===== src/hdl/rgb_to_hsv_macros.svh =====
// ----------------------------------------------------------------------------
// rgb_to_hsv_macros
// assertion macros for the rgb to hsv block
// ----------------------------------------------------------------------------
`ifndef RGB_TO_HSV_MACROS_SVH
`define RGB_TO_HSV_MACROS_SVH

// same-cycle implication, checked outside reset
`define RGBHSV_ASSERT_NOW(lbl, clk, rst, ante, cons) \
  lbl: assert property (@(posedge clk) disable iff (rst) (ante) |-> (cons)) \
    else $error("rgb_to_hsv check failed");

// next-cycle implication, checked outside reset
`define RGBHSV_ASSERT_NEXT(lbl, clk, rst, ante, cons) \
  lbl: assert property (@(posedge clk) disable iff (rst) (ante) |=> (cons)) \
    else $error("rgb_to_hsv check failed");

`endif


===== src/hdl/rgbhsv_pkg.sv =====
// ----------------------------------------------------------------------------
// rgbhsv_pkg
// shared types and constants of the rgb to hsv converter
// ----------------------------------------------------------------------------
package rgbhsv_pkg;

  // default channel width in fraction bits
  localparam int CHANNEL_BITS_DEF = 16;

  // which channel is the largest, and so which sextant base applies
  typedef enum logic [1:0] {
    BASE_RED   = 2'd0,
    BASE_GREEN = 2'd1,
    BASE_BLUE  = 2'd2
  } hue_base_t;

  // per-item control carried from front to back
  typedef struct packed {
    logic      grey;  // delta is zero: hue and saturation are zero
    logic      neg;   // hue difference is negative
    hue_base_t base;
  } hsv_ctl_t;

endpackage


===== src/hdl/rgb_to_hsv.sv =====
// ----------------------------------------------------------------------------
// rgb_to_hsv
// pixel converter from red, green, blue to hue, saturation and value
// ----------------------------------------------------------------------------
// Usage:
//   An item (red, green, blue) is taken at a rising edge where start is high
//   and busy is low. Each result (hue, saturation, value) is shown for one
//   cycle with strobe high; the receiver takes it then and cannot hold it.
//   Path: front register, queue, one divider stage per quotient bit
//   (CHANNEL_BITS + 1 of them), then the hue offset register.
//   Throughput: one item per cycle; both dividers are fully pipelined, one
//   quotient bit per stage, so busy stays low in steady use.
//   Reset clears the front, the queue and all stage valid flags; items in
//   flight are dropped and no strobe follows.
//   Hue is in sextants, 0 up to below 6, and saturation 1.0 reads as 1 << CHANNEL_BITS.
// ----------------------------------------------------------------------------
module rgb_to_hsv #(
  parameter int CHANNEL_BITS = rgbhsv_pkg::CHANNEL_BITS_DEF
) (
  input  logic                      clk,
  input  logic                      rst,
  input  logic                      start,
  output logic                      busy,
  input  logic [CHANNEL_BITS-1:0]   red,
  input  logic [CHANNEL_BITS-1:0]   green,
  input  logic [CHANNEL_BITS-1:0]   blue,
  output logic                      strobe,
  output logic [CHANNEL_BITS+2:0]   hue,
  output logic [CHANNEL_BITS:0]     saturation,
  output logic [CHANNEL_BITS-1:0]   value
);
  import rgbhsv_pkg::*;
`include "rgb_to_hsv_macros.svh"

  localparam int W     = CHANNEL_BITS;
  localparam int QBITS = 3 * W + $bits(hsv_ctl_t);

  logic         take, f_vld, q_full, q_pop;
  logic [W-1:0] f_vmax, f_delta, f_mag, b_vmax, b_delta, b_mag;
  hsv_ctl_t     f_ctl, b_ctl;
  logic [QBITS-1:0] q_rdata;

  assign take = start && !busy;
  assign busy = q_full;

  // front: classify
  rgbhsv_front #(.W(W)) u_front (
    .clk(clk), .rst(rst), .take(take),
    .red(red), .green(green), .blue(blue),
    .vld(f_vld), .vmax(f_vmax), .delta(f_delta), .mag(f_mag), .ctl(f_ctl)
  );

  // queue between front and back
  rgbhsv_queue #(.DATA_BITS(QBITS)) u_queue (
    .clk(clk), .rst(rst), .push(f_vld),
    .wdata({f_vmax, f_delta, f_mag, f_ctl}),
    .full(q_full), .pop(q_pop), .rdata(q_rdata)
  );

  assign {b_vmax, b_delta, b_mag, b_ctl} = q_rdata;

  // back: dividers and hue offset
  rgbhsv_back #(.W(W)) u_back (
    .clk(clk), .rst(rst), .in_vld(q_pop),
    .vmax(b_vmax), .delta(b_delta), .mag(b_mag), .ctl(b_ctl),
    .strobe(strobe), .hue(hue), .saturation(saturation), .value(value)
  );

  // checks
  `RGBHSV_ASSERT_NOW(a_sat_range, clk, rst, strobe, saturation <= ((W+1)'(1) << W))
  `RGBHSV_ASSERT_NOW(a_hue_range, clk, rst, strobe, hue < ((W+3)'(6) << W))
  `RGBHSV_ASSERT_NOW(a_grey_hue, clk, rst, strobe && (saturation == '0), hue == '0)
  `RGBHSV_ASSERT_NEXT(a_pop_flows, clk, rst, q_pop, u_back.st_vld[0])

endmodule


===== src/hdl/rgbhsv_front.sv =====
// ----------------------------------------------------------------------------
// rgbhsv_front
// accepts a pixel, finds max, min and delta, and classifies the hue sextant
// ----------------------------------------------------------------------------
module rgbhsv_front #(
  parameter int W = rgbhsv_pkg::CHANNEL_BITS_DEF
) (
  input  logic                 clk,
  input  logic                 rst,
  input  logic                 take,
  input  logic [W-1:0]         red,
  input  logic [W-1:0]         green,
  input  logic [W-1:0]         blue,
  output logic                 vld,
  output logic [W-1:0]         vmax,
  output logic [W-1:0]         delta,
  output logic [W-1:0]         mag,
  output rgbhsv_pkg::hsv_ctl_t ctl
);
  import rgbhsv_pkg::*;

  logic [W-1:0] mx, mn, a, b, mag_next;
  hsv_ctl_t     ctl_next;

  // max and min with ties going to red, then green
  always_comb begin
    mx = red;
    if (green > mx) mx = green;
    if (blue > mx) mx = blue;
    mn = red;
    if (green < mn) mn = green;
    if (blue < mn) mn = blue;
  end

  // pick the difference for the sextant of the largest channel
  always_comb begin
    if (red == mx) begin
      ctl_next.base = BASE_RED;
      a = green;
      b = blue;
    end else if (green == mx) begin
      ctl_next.base = BASE_GREEN;
      a = blue;
      b = red;
    end else begin
      ctl_next.base = BASE_BLUE;
      a = red;
      b = green;
    end
    ctl_next.neg  = (b > a);
    ctl_next.grey = (mx == mn);
    mag_next      = ctl_next.neg ? (b - a) : (a - b);
  end

  // front register
  always_ff @(posedge clk) begin
    if (rst) begin
      vld <= 1'b0;
    end else begin
      vld <= take;
    end
    if (take) begin
      vmax  <= mx;
      delta <= mx - mn;
      mag   <= mag_next;
      ctl   <= ctl_next;
    end
  end

endmodule


===== src/hdl/rgbhsv_queue.sv =====
// ----------------------------------------------------------------------------
// rgbhsv_queue
// two-entry queue between the front and the divider pipeline
// ----------------------------------------------------------------------------
module rgbhsv_queue #(
  parameter int DATA_BITS = 8
) (
  input  logic                 clk,
  input  logic                 rst,
  input  logic                 push,
  input  logic [DATA_BITS-1:0] wdata,
  output logic                 full,
  output logic                 pop,
  output logic [DATA_BITS-1:0] rdata
);

  logic [DATA_BITS-1:0] mem [2];
  logic                 wptr, rptr;
  logic [1:0]           count;

  // the back part never stalls, so any waiting item leaves at once
  assign pop   = (count != 2'd0);
  assign full  = (count == 2'd2);
  assign rdata = mem[rptr];

  // storage
  always_ff @(posedge clk) begin
    if (push) begin
      mem[wptr] <= wdata;
    end
  end

  // pointers and fill count
  always_ff @(posedge clk) begin
    if (rst) begin
      wptr  <= 1'b0;
      rptr  <= 1'b0;
      count <= 2'd0;
    end else begin
      if (push) wptr <= ~wptr;
      if (pop) rptr <= ~rptr;
      count <= count + {1'b0, push} - {1'b0, pop};
    end
  end

endmodule


===== src/hdl/rgbhsv_back.sv =====
// ----------------------------------------------------------------------------
// rgbhsv_back
// two pipelined restoring dividers, one quotient bit per stage, then hue fix
// ----------------------------------------------------------------------------
module rgbhsv_back #(
  parameter int W = rgbhsv_pkg::CHANNEL_BITS_DEF
) (
  input  logic                 clk,
  input  logic                 rst,
  input  logic                 in_vld,
  input  logic [W-1:0]         vmax,
  input  logic [W-1:0]         delta,
  input  logic [W-1:0]         mag,
  input  rgbhsv_pkg::hsv_ctl_t ctl,
  output logic                 strobe,
  output logic [W+2:0]         hue,
  output logic [W:0]           saturation,
  output logic [W-1:0]         value
);
  import rgbhsv_pkg::*;

  localparam int STAGES = W + 1;

  // per-stage registers
  logic           st_vld [STAGES];
  logic [W-1:0]   st_vmax [STAGES];
  logic [W-1:0]   st_delta [STAGES];
  logic [W-1:0]   s_rem [STAGES];
  logic [W-1:0]   h_rem [STAGES];
  logic [W:0]     s_q [STAGES];
  logic [W:0]     h_q [STAGES];
  hsv_ctl_t       st_ctl [STAGES];

  for (genvar s = 0; s < STAGES; s++) begin : g_stage
    logic [W:0] s_t, h_t;
    logic       s_ge, h_ge;
    logic [W:0] s_q_in, h_q_in;
    logic [W:0] s_diff, h_diff;

    // trial subtract for this quotient bit
    if (s == 0) begin : g_first
      assign s_t    = {1'b0, delta};
      assign h_t    = {1'b0, mag};
      assign s_q_in = '0;
      assign h_q_in = '0;
    end else begin : g_next
      assign s_t    = {s_rem[s-1], 1'b0};
      assign h_t    = {h_rem[s-1], 1'b0};
      assign s_q_in = s_q[s-1];
      assign h_q_in = h_q[s-1];
    end

    assign s_ge   = (s_t >= {1'b0, (s == 0) ? vmax : st_vmax[(s == 0) ? 0 : s-1]});
    assign h_ge   = (h_t >= {1'b0, (s == 0) ? delta : st_delta[(s == 0) ? 0 : s-1]});
    assign s_diff = s_t - {1'b0, (s == 0) ? vmax : st_vmax[(s == 0) ? 0 : s-1]};
    assign h_diff = h_t - {1'b0, (s == 0) ? delta : st_delta[(s == 0) ? 0 : s-1]};

    // stage register
    always_ff @(posedge clk) begin
      if (rst) begin
        st_vld[s] <= 1'b0;
      end else begin
        st_vld[s] <= (s == 0) ? in_vld : st_vld[(s == 0) ? 0 : s-1];
      end
      s_rem[s] <= s_ge ? s_diff[W-1:0] : s_t[W-1:0];
      h_rem[s] <= h_ge ? h_diff[W-1:0] : h_t[W-1:0];
      s_q[s]   <= {s_q_in[W-1:0], s_ge};
      h_q[s]   <= {h_q_in[W-1:0], h_ge};
      if (s == 0) begin
        st_vmax[s]  <= vmax;
        st_delta[s] <= delta;
        st_ctl[s]   <= ctl;
      end else begin
        st_vmax[s]  <= st_vmax[(s == 0) ? 0 : s-1];
        st_delta[s] <= st_delta[(s == 0) ? 0 : s-1];
        st_ctl[s]   <= st_ctl[(s == 0) ? 0 : s-1];
      end
    end
  end

  // sextant offset and wrap of a negative hue
  logic [W+2:0] q_ext, base_off, hue_next;
  hsv_ctl_t     c_last;

  assign c_last = st_ctl[STAGES-1];
  assign q_ext  = {2'b00, h_q[STAGES-1]};

  always_comb begin
    case (c_last.base)
      BASE_GREEN: base_off = (W+3)'(2) << W;
      BASE_BLUE:  base_off = (W+3)'(4) << W;
      default:    base_off = '0;
    endcase
    if (c_last.grey) begin
      hue_next = '0;
    end else if (c_last.neg && (c_last.base == BASE_RED)) begin
      // below red wraps round by six sextants
      hue_next = ((W+3)'(6) << W) - q_ext;
    end else if (c_last.neg) begin
      hue_next = base_off - q_ext;
    end else begin
      hue_next = base_off + q_ext;
    end
  end

  // output register
  always_ff @(posedge clk) begin
    if (rst) begin
      strobe <= 1'b0;
    end else begin
      strobe <= st_vld[STAGES-1];
    end
    hue        <= hue_next;
    saturation <= c_last.grey ? '0 : s_q[STAGES-1];
    value      <= st_vmax[STAGES-1];
  end

endmodule

===== config.mk =====
export PLATFORM = sky130hd
export DESIGN_NAME = rgb_to_hsv
export DESIGN_NICKNAME = d
export VERILOG_FILES = /design/src/hdl/rgbhsv_pkg.sv /design/src/hdl/rgb_to_hsv.sv /design/src/hdl/rgbhsv_front.sv /design/src/hdl/rgbhsv_queue.sv /design/src/hdl/rgbhsv_back.sv
export VERILOG_INCLUDE_DIRS = /design/src /design/src/hdl
export SDC_FILE = /design/constraint.sdc
export NUM_CORES = 2
export LEC_CHECK = 0
export BUFFER_PORTS_ARGS = -buffer_cell sky130_fd_sc_hd__buf_2
export CAP_MARGIN = 20
export CORE_MARGIN = 2
export CORE_UTILIZATION = 30
export CTS_CLUSTER_DIAMETER = 100
export CTS_CLUSTER_SIZE = 16
export DETAILED_ROUTE_END_ITERATION = 10
export GPL_TIMING_DRIVEN = 0
export PLACE_DENSITY = 0.5
export RECOVER_POWER = 50
export SLEW_MARGIN = 20
export SYNTH_ARGS = -nofsm -noshare
export SYNTH_HDL_FRONTEND = slang
export SYNTH_SLANG_ARGS = --single-unit

===== constraint.sdc =====
create_clock -name clk -period 17.3 [get_ports clk]
set_input_delay 0.865 -clock clk [delete_from_list [all_inputs] [get_ports clk]]
set_output_delay 0.865 -clock clk [all_outputs]
set_load 0.01 [all_outputs]

==> flow_summary.toml <==
[critical_path]
critical-path-slowest-cell = "buf_1"
timing.critical_path.slowest_cell_delay_ns = 0.55
capturing_element_type_of_the_critical_path = "flip-flop"
critical_path.max_fanout = 10
setup.worst_path.start_class = "primary input"
most_used_cell_cp = "clkbuf_1"
critical_path_required_ns = 17.81
worst-setup-path-type = "primary input to flip-flop"
worstPathArrival_ns = 11.59

[grt]
grt_pass1_wl_microns = 267000
number_of_global_route_vias_before_repair = 49400
top_usage_layer = "met2"
globalRouteMet1Util_pct = 17.2
gr-usage-met3_pct = 1.73
grt_util_met2_pct = 23.3
grt_antenna_before_repair = 5
overall_track_demand_over_capacity_in_global_routing_pct = 13.5
grt_overflow = 0
maximum_number_of_pins_on_one_net_before_global_route_repair = 48

[job]
max_cap_violations = 0

[sta]
timing_hold_violations_final = 0
post-route-period-util_pct = 64.1
fmax_ghz = 0.0902
slew_viol_final = 0
finClkSkew_ns = 0.0951
max_slew.worst_pin.slew_ns = 0.988
final.min_clock_period_ns = 11.09
setup-violations-final = 0
relSlewSlack_pct = 33.9
rsz0062_at_grt = "no"
timing.setup.tns_ns = 0

[synth]
yosys.area.top_type_share_pct = 41.1
number_of_synthesized_register_bits = 1646
syn-mean-instance-area_sq_um = 10.1
synth-adder-area-share_pct = 12.0
share_of_the_synthesized_area_in_compound_gates_ao_oa_aoi_oai_pct = 12.2
synth.yosys.seq_area_share_pct = 47.6
yosys.cell_types.count = 76
synth_xor_area_share_pct = 5.12
post-synth-top-area-cell = "dfxtp_1"
netlist_area_sq_um = 72500
synth_top_family_by_area = "compound AO/OA/AOI/OAI gates"
synth_edf_count = 156
synth_warnings = 0
post_synth_and_or_nand_nor_area_fraction_pct = 11.4
dominantRegCellSynth = "dfxtp_1"
post_synth_mux_area_share_pct = 6.81
postSynthNetCount = 7922
synth_top_cells_by_area = "dfxtp_1 41%, ha_1 11%, edfxtp_1 6.5%"
netlist_instances = 7198
share_of_flip_flops_with_an_asynchronous_set_or_reset_pct = 0

[routing]
finalWirelength_microns = 169000
route.detailed.vias_per_inst = 4.67
avgRoutedWirePerCell_microns = 15.9
drt_iter0_markers = 2665
drt_first_pass_iters = 6
vias = 49600
drc_errors = 0
detail-route-antenna-nets = 0

[placed_design]
place_inst = 10500
hpwlAfterDp_microns = 133000
buffer_ports.inserted = 99
gpl.final_weighted_congestion = 0.897

[clocking]
clock_path_buffers = 3
cts_made_buffers = 115
post_cts.resized_instances = 0
cts_post_setup_buffers_inserted = 0
cts_root_buffer = "clkbuf_16"
cts_tree = "yes"
clock_insertion_delay_worst_skew_ns = 0.81
ctsHoldBuffers = 0
clock_sink_count = 1646
clock_pin_transition_on_the_worst_setup_and_hold_timing_paths_ns = 0.07
cts_htree_levels = 3

[cells_and_area]
flow.area_growth_from_synthesis_pct = 10.8
drive_above_1_share_pct = 8.55
nets_finish = 8142
fill_cells = 24200
final-instance-count-excl-fill = 10600

[floorplanning]
core_area_sq_um = 240000
die_height_microns = 496
die_width_microns = 496
initial_core_utilization_pct = 30.2
fp.dieArea_sq_um = 246000
boundaryPins = 105
fp_rows = 180

[power]
static-leakage-power_nw = 35.1
peak_ir_drop_on_the_vdd_network_mv = 0.0964
power_per_cell_area_nw_per_um2 = 201

[worst_hold_path]
holdCritPathClass = "flip-flop to flip-flop"

[outcome]
run_status = "completed"
## Yosys cell counts (25+ instances only)
library cell and n:
dfxtp_1 1490, and3_1 31, ha_1 638, nand3_1 124
xor2_1 164, a21oi_1 425, o41ai_1 25, nand4_1 101
clkbuf_1 100, a21o_1 90, a211oi_1 82, o31ai_1 70
or3_1 87, a21boi_0 55, mux2i_1 142, mux2_2 303
o21ai_0 330, nand2_1 300, nor2_1 498, inv_1 792
fa_1 35, or2_2 46, nor3_1 136, edfxtp_1 156
xnor2_1 260, o21a_1 66, and2_1 43, a311oi_1 25
o21bai_1 27, o31a_1 29, nor4_1 61, nand2b_1 64
nor2b_1 154
## metal layers
metal  part of all wire [%]  vias to the layer above  routed length (microns)
met3                    3.4                      277                     5810
li1                       -                    25300                        -
met1                     46                    23200                    78200
met4                    3.2                        0                     5390
met5                      0                        -                        0
met2                     47                      885                    79300
## cells in the final DEF, fill, tap and decap left out, types with 87 or more instances in the layout
master	instances
nand2_1	300
inv_1	792
or3_1	87
o21ai_0	330
ha_1	638
xor2_1	164
mux2i_1	142
xnor2_1	260
nand4_1	101
clkbuf_16	115
nor2_1	498
mux2_2	303
dfxtp_1	1490
a21o_1	90
clkbuf_1	115
nor3_1	136
edfxtp_1	156
nand3_1	124
buf_2	108
a21oi_1	425
nor2b_1	152
## cells by family after synthesis
logic type / Yosys count
AOI/OAI and AO/OA: 1399
DFF: 1646
muxes: 452
and+or+nand+nor: 1678
buffers and inverters: 926
xor gates and xnor gates: 424
adders and majority gates: 673
## through the flow
stage	total power, mW	cell area [sq um]	hold WS [ns]	util, %	setup slack, ns
after global routing	17.5	80300	0.262	33.4	5.54
after floorplan	11.8	72500	0.310	-	8.45
after global placement	13.6	77000	0.310	32.0	5.46
final	16.1	80300	0.269	33.4	6.21
after CTS	16.3	80300	0.238	33.4	6.45
after detailed placement	13.7	77100	0.312	32.1	5.59
## worst max-delay path: cells and delay by family
family	cells	cell delay (ns)
mux	2	0.84
fa+ha+maj	3	0.94
simple gates	10	2.11
buf+inv	11	4.00
xor+xnor	1	0.16
compound gates	11	2.63
## worst paths after layout
check                                                    from                       endpoint  slack (ns)  cells past startpoint
worst min register to register  u_back.st_vmax[7][15]$_DFF_P_  u_back.st_vmax[8][15]$_DFF_P_        0.27                      0
worst max-delay path                                   red[6]      u_front.mag[13]$_DFFE_PP_        6.21                     38
worst min-delay path            u_back.st_vmax[7][15]$_DFF_P_  u_back.st_vmax[8][15]$_DFF_P_        0.27                      0
worst max register to register                      flip-flop     u_back.s_rem[0][6]$_DFF_P_       11.44                     18
## power by group
group          switching [mW]  internal, mW
registers               0.649          5.23
logic                    4.17          3.55
clock network            1.30          1.22
## area by class of cell
cell class	instances	area, sq um	area share, %
Sequential cell	1646	34500	43.0
Multi-Input combinational cell	4626	34500	42.9
Clock inverter	12	234	0.291
Tap cell	3185	3990	4.96
Clock buffer	134	2990	3.72
Inverter	792	2970	3.70
Buffer	134	556	0.692
Timing Repair Buffer	103	591	0.735
Antenna cell	2	5.00	0.00623
## state kept, by name, summed over array words and instances (netlist names), named ones only
signal             flops
u_back.h_q           153
u_back.s_rem         256
u_back.st_delta      256
u_back.strobe          1
u_back.hue            19
u_front.mag           16
u_front.delta         16
u_front.ctl            4
u_back.st_vmax       272
u_front.vld            1
u_queue.count          2
u_back.saturation     17
u_queue.rptr           1
u_back.st_ctl         68
u_back.h_rem         256
u_back.s_q           153
u_front.vmax          16
u_back.value          16
u_queue.wptr           1
u_queue.mem          104
u_back.st_vld         17
Power figures use the tool's default switching activity.
